<file path="src/design/sca_pkg.sv">
// shared types, constants and helper functions for the size class allocator
// no dependencies

`default_nettype none

package sca_pkg;

  localparam int unsigned SIZE_W      = 64;
  localparam int unsigned CLASS_W     = 8;
  localparam int unsigned SLOT_W      = 56;
  localparam int unsigned POS_W       = 6;
  localparam int unsigned SMALL_LIMIT = 1024;
  localparam int unsigned SMALL_LOG   = 10;

  typedef enum logic [2:0] {
    ST_OK           = 3'd0,
    ST_TOO_LARGE    = 3'd1,
    ST_OVERFLOW     = 3'd2,
    ST_FREE_IGNORED = 3'd3,
    ST_LIST_FULL    = 3'd4
  } sca_status_e;

  typedef enum logic {
    REQ_ALLOC = 1'b0,
    REQ_FREE  = 1'b1
  } sca_req_e;

  typedef struct packed {
    logic load;
    logic scan;
    logic map;
    logic fetch;
    logic commit;
  } sca_cmd_t;

  function automatic logic [POS_W-1:0] top_bit(logic [SIZE_W-1:0] v);
    logic [POS_W-1:0] p;
    p = '0;
    for (int i = 0; i < SIZE_W; i++) begin
      if (v[i]) p = POS_W'(i);
    end
    return p;
  endfunction

  function automatic logic [SIZE_W-1:0] class_size(logic [CLASS_W-1:0] cls);
    logic [SIZE_W-1:0] base;
    base = SIZE_W'(SMALL_LIMIT) | {{(SIZE_W-10){1'b0}}, cls[1:0], 8'h00};
    return base << cls[CLASS_W-1:2];
  endfunction

endpackage

`default_nettype wire

</file>
<file path="src/design/sca_ctrl.sv">
// sequencing state machine and result handshake for the size class allocator
// depends on sca_pkg

`default_nettype none

module sca_ctrl (
  input  wire logic              clk_i,
  input  wire logic              rst_ni,
  input  wire logic              req_valid_i,
  output logic                   req_ready_o,
  output logic                   rsp_valid_o,
  input  wire logic              rsp_ready_i,
  output sca_pkg::sca_cmd_t      cmd_o
);
  import sca_pkg::*;

  typedef enum logic [4:0] {
    S_IDLE   = 5'b00001,
    S_SCAN   = 5'b00010,
    S_MAP    = 5'b00100,
    S_FETCH  = 5'b01000,
    S_COMMIT = 5'b10000
  } sca_state_e;

  sca_state_e state_q, state_d;
  logic       out_valid_q, out_valid_d;
  logic       slot_free;

  assign slot_free = !out_valid_q || rsp_ready_i;

  always_comb begin
    state_d = state_q;
    cmd_o   = '0;
    unique case (state_q)
      S_IDLE: begin
        cmd_o.load = req_valid_i;
        if (req_valid_i) state_d = S_SCAN;
      end
      S_SCAN: begin
        cmd_o.scan = 1'b1;
        state_d    = S_MAP;
      end
      S_MAP: begin
        cmd_o.map = 1'b1;
        state_d   = S_FETCH;
      end
      S_FETCH: begin
        cmd_o.fetch = 1'b1;
        state_d     = S_COMMIT;
      end
      S_COMMIT: begin
        cmd_o.commit = slot_free;
        if (slot_free) state_d = S_IDLE;
      end
      default: state_d = S_IDLE;
    endcase
  end

  always_comb begin
    out_valid_d = out_valid_q;
    if (cmd_o.commit) begin
      out_valid_d = 1'b1;
    end else if (rsp_ready_i) begin
      out_valid_d = 1'b0;
    end
  end

  always_ff @(posedge clk_i or negedge rst_ni) begin
    if (!rst_ni) begin
      state_q     <= S_IDLE;
      out_valid_q <= 1'b0;
    end else begin
      state_q     <= state_d;
      out_valid_q <= out_valid_d;
    end
  end

  assign req_ready_o = (state_q == S_IDLE);
  assign rsp_valid_o = out_valid_q;

endmodule

`default_nettype wire

</file>
<file path="config.mk">
export PLATFORM = sky130hd
export DESIGN_NAME = sca_ctrl
export DESIGN_NICKNAME = d
export VERILOG_FILES = /design/src/design/sca_pkg.sv /design/src/design/sca_ctrl.sv
export SDC_FILE = /design/constraint.sdc
export NUM_CORES = 1
export LEC_CHECK = 0
export BUFFER_PORTS_ARGS = -buffer_cell sky130_fd_sc_hd__buf_2
export CORE_AREA = 2 2 39 41
export CTS_CLUSTER_DIAMETER = 100
export CTS_CLUSTER_SIZE = 28
export DETAILED_ROUTE_END_ITERATION = 16
export DIE_AREA = 0 0 41 43
export PLACE_DENSITY = 0.57
export SYNTH_ARGS = -nofsm -noshare
export SYNTH_HDL_FRONTEND = slang
export SYNTH_SLANG_ARGS = --single-unit
</file>
<file path="constraint.sdc">
create_clock -name clk_i -period 1.9 [get_ports clk_i]
set_clock_uncertainty 0.05 [all_clocks]
set_input_delay 0.19 -clock clk_i [delete_from_list [all_inputs] [get_ports clk_i]]
set_output_delay 0.19 -clock clk_i [all_outputs]
set_load 0.02 [all_outputs]
</file>
# Word-level counts from Yosys, hierarchy flattened
# Cells that the tools add are included.
[classes]
eq_ne = 7
muxes = 10
n_reduce_logical = 4
[op_table]
columns = ["operator", "n"]
rows = [
  ["$pmux W5 S5", 1],
  ["$mux W5", 2],
  ["$mux W1", 7],
  ["$eq A5 B1 Y1 const B", 1],
  ["$eq A5 B2 Y1 const B", 1],
  ["$eq A5 B3 Y1 const B", 1],
  ["$eq A5 B4 Y1 const B", 1],
  ["$eq A5 B5 Y1 const B", 1],
  ["$ne A2 B2 Y1 const B", 2],
  ["$reduce_and A2 Y1", 1],
  ["$reduce_bool A2 Y1", 1],
  ["$logic_not A1 Y1", 1],
  ["$logic_or A1 B1 Y1", 1],
]
[totals]
in_bits = 4
ff_bits = 6
elab_cells = 23
output_inout_bits = 7

# Longest topological paths before layout
[depth]
depth_word = 4
mapped_depth = 4
mapped_depth_nobuf = 4

# Least setup slack after synthesis
# Ideal clock, no wire load.
[synth_path]
kind = "register to output"
from = "reg state_q[1]"
to = "out cmd_o[0] (netlist name)"
n_path_buf = 1
path_stages_with_launch = 5
required_ns = 1.660
arrival_time_ns = 1.446
setup_slack_ns = 0.214
cell_sequence = "dfrtp_1 > or3_4 > or3b_1 > a21oi_2 > buf_4"
[synth_lines]
columns = ["element", "line_no", "rtl"]
rows = [
  ["from (decl)", "sca_ctrl.sv:25", "sca_state_e state_q, state_d;"],
  ["from (signal assigned)", "sca_ctrl.sv:73", "state_q <= state_d;"],
  ["to (decl)", "sca_ctrl.sv:13", "output sca_pkg::sca_cmd_t cmd_o"],
]

==> results.txt <==
Status - finished, final reports clean
Largest net degree at the start of global routing - 8
Syn_nets - 38
Setup violation total in the final timing report - 0
Drt first-iter violations - 9
H-tree levels - 1
Post-DP Area - 387.9 sq um
Max Cap Viol - 0
Max Buffers Root-to-Sink - 2
Synth Register Bits - 6
Final #Nets - 56
Unrepaired setup endpoints after global routing - true
Max VDD drop - 0.0003444 V
Max_slew headroom - 79.70%
Fraction of registers with async set/reset - 100.0%
ANT cells - 0
Die area - 0.001763 sq mm
Die width - 41 microns
Critical Path AT - 1.66 ns
Fin crit period - 1.899 ns
Final slew viol count - 0
Vias per Instance - 4.627
Post-synth EDFFs - 0
Count of cell types in the netlist - 20
# DRC - 0
Final hold viol count - 0
1st-pass router iterations - 4
Setup crit start kind - flip-flop
CTS sink count - 6
TritonCTS buffer count - 3
Final Total Pwr - 660.0 uW
Synthesized cell area - 325.3 sq um
Vias in the first global route - 264
Core area - 0.001384 sq mm
PortBufs - 10
Worst setup path class - reg -> out
Area grow syn2layout - 39.23%
WL/cell - 10.19 microns
Worst-Skew Late Latency - 0.25 ns
Initial antenna violation count - 0
Post-synthesis sequential area ratio - 46.54%
Power Density - 1457 mW/mm^2
Yosys warnings - 0
Avg Cell Area, Syn - 9.568 sq um
Most frequent cells in the layout - 9 x buf_2, 5 x buf_4, 4 x nor2_1, 4 x dfrtp_1
Fin Hold WS - 0.08555 ns
Worst hold path depth - 2
Post-Layout Inst Area - 452.9 sq um
Root Driver - clkbuf_4
Number of antenna-violating nets in the routed design - 0
Layout cells sized above 1 - 47.06%
GRT Overall Usage - 9.697%
Total gr overflow - 0
Setup slack after layout - 0.001257 ns
Hold Path Class - in -> reg
Final RePlAce weighted congestion - 0.7328
Synthesized instance count - 34
Post-DP HPWL - 506.9 microns
Global-route wire length before repair - 1.035 mm
Period utilisation layout - 99.93%
Worst Path Max Fanout - 2
# IOs - 11
Rows - 14
Total wire length - 683 microns
Most common cell after layout, fill and taps aside - buf_2
Final Util - 32.73%
Worst EP required - 1.66 ns
CP Capture Type - output port
Fmax - 526.7 MHz
Chip Height - 43 microns
Initial Util - 23.51%
Worst-Margin Slew - 0.3033 ns
CTS tree - done
Post-synth top flop - dfrtp_1
Clock slew at reported path FFs - 0.05 ns
Via total after detailed routing - 310
Pre-CTS WS - 0.1975 ns
Leakage - 0.2318 nW
Worst R2R Path Depth - 3
[cells by family (layout without fill, tap and decap cells)]
logic type | after synthesis | in the layout | share of synthesized area [%]
flops | 6 | 6 | 46.54
simple gates | 16 | 16 | 30.38
xor+xnor | 1 | 1 | 2.693
buf+inv | 5 | 22 | 8.075
compound gates | 6 | 6 | 12.31
[Yosys cell counts, types with 2 or more instances]
library cell  n  area [sq um]
and2_1        2         12.51
and3_2        2         15.01
buf_4         2         15.01
dfrtp_1       5         125.1
nor2_1        4         15.01
o21ai_0       2         10.01
nor3_1        2         10.01
inv_1         3         11.26
[layer usage]
metal  GRT usage, %  vias to the layer above  part of all wire [%]
li1               -                      153                     -
met2          13.75                       12                    52
met3          4.712                        4                   5.9
met4          12.00                        0                   4.0
met5              0                        -                     0
met1          8.197                      141                    38
[what timing repair did]
item / CTS / global route
buffers inserted: 3 / 0
hold endpoints to repair: 6 / 0
hold buffers: 1 / 0
setup endpoints to repair: 1 / 1
pin swaps: 2 / 0
gates resized for setup: 3 / 0
[area by class of cell]
cell class	instances	area [sq um]
timing repair buffer	15	92.59
clock buffer	4	26.28
fill	151	930.9
multi-input combinational	23	150.1
tap	16	20.02
sequential	6	152.6
inverter	3	11.26
[sequential cells by signal, summed over array words and instances (netlist names)]
name,flops
state_q,5
rsp_valid_o,1
[worst max-delay path, stage by stage, from the launching register on]
cell and delay [ns]:
dfrtp_2 0.39, or3_4 0.39, or3b_4 0.38, a21oi_2 0.10
buf_4 0.14
[final timing paths]
check / start / end / slack [ns]
max: state_q[2]$_DFFE_PN0P_ / cmd_o[0] / 0.001
min: req_valid_i / state_q[0]$_DFFE_PN1P_ / 0.09
max reg2reg: state_q[2]$_DFFE_PN0P_ / rsp_valid_o$_DFFE_PN0P_ / 0.50
min reg2reg: state_q[1]$_DFFE_PN0P_ / state_q[3]$_DFFE_PN0P_ / 0.52
max in group asynchronous: rst_ni / state_q[0]$_DFFE_PN1P_ / 1.33
min in group asynchronous: rst_ni / state_q[4]$_DFFE_PN0P_ / 0.24
[report_power, final]
group	switching [mW]	internal [mW]	total (mW)	leakage, nW
clock network	0.0507	0.0798	0.131	0.0150
logic	0.180	0.162	0.342	0.139
registers	0.0179	0.169	0.187	0.0775
total	0.249	0.411	0.660	0.232
[per-stage QoR]
step / std cells / setup TNS [ns]
finish: 67 / 0
global route: 67 / -0.06335
CTS: 67 / -0.01150
detailed placement: 59 / 0
global placement: 59 / 0
floorplan: 34 / 0
Power figures use the tool's default switching activity.
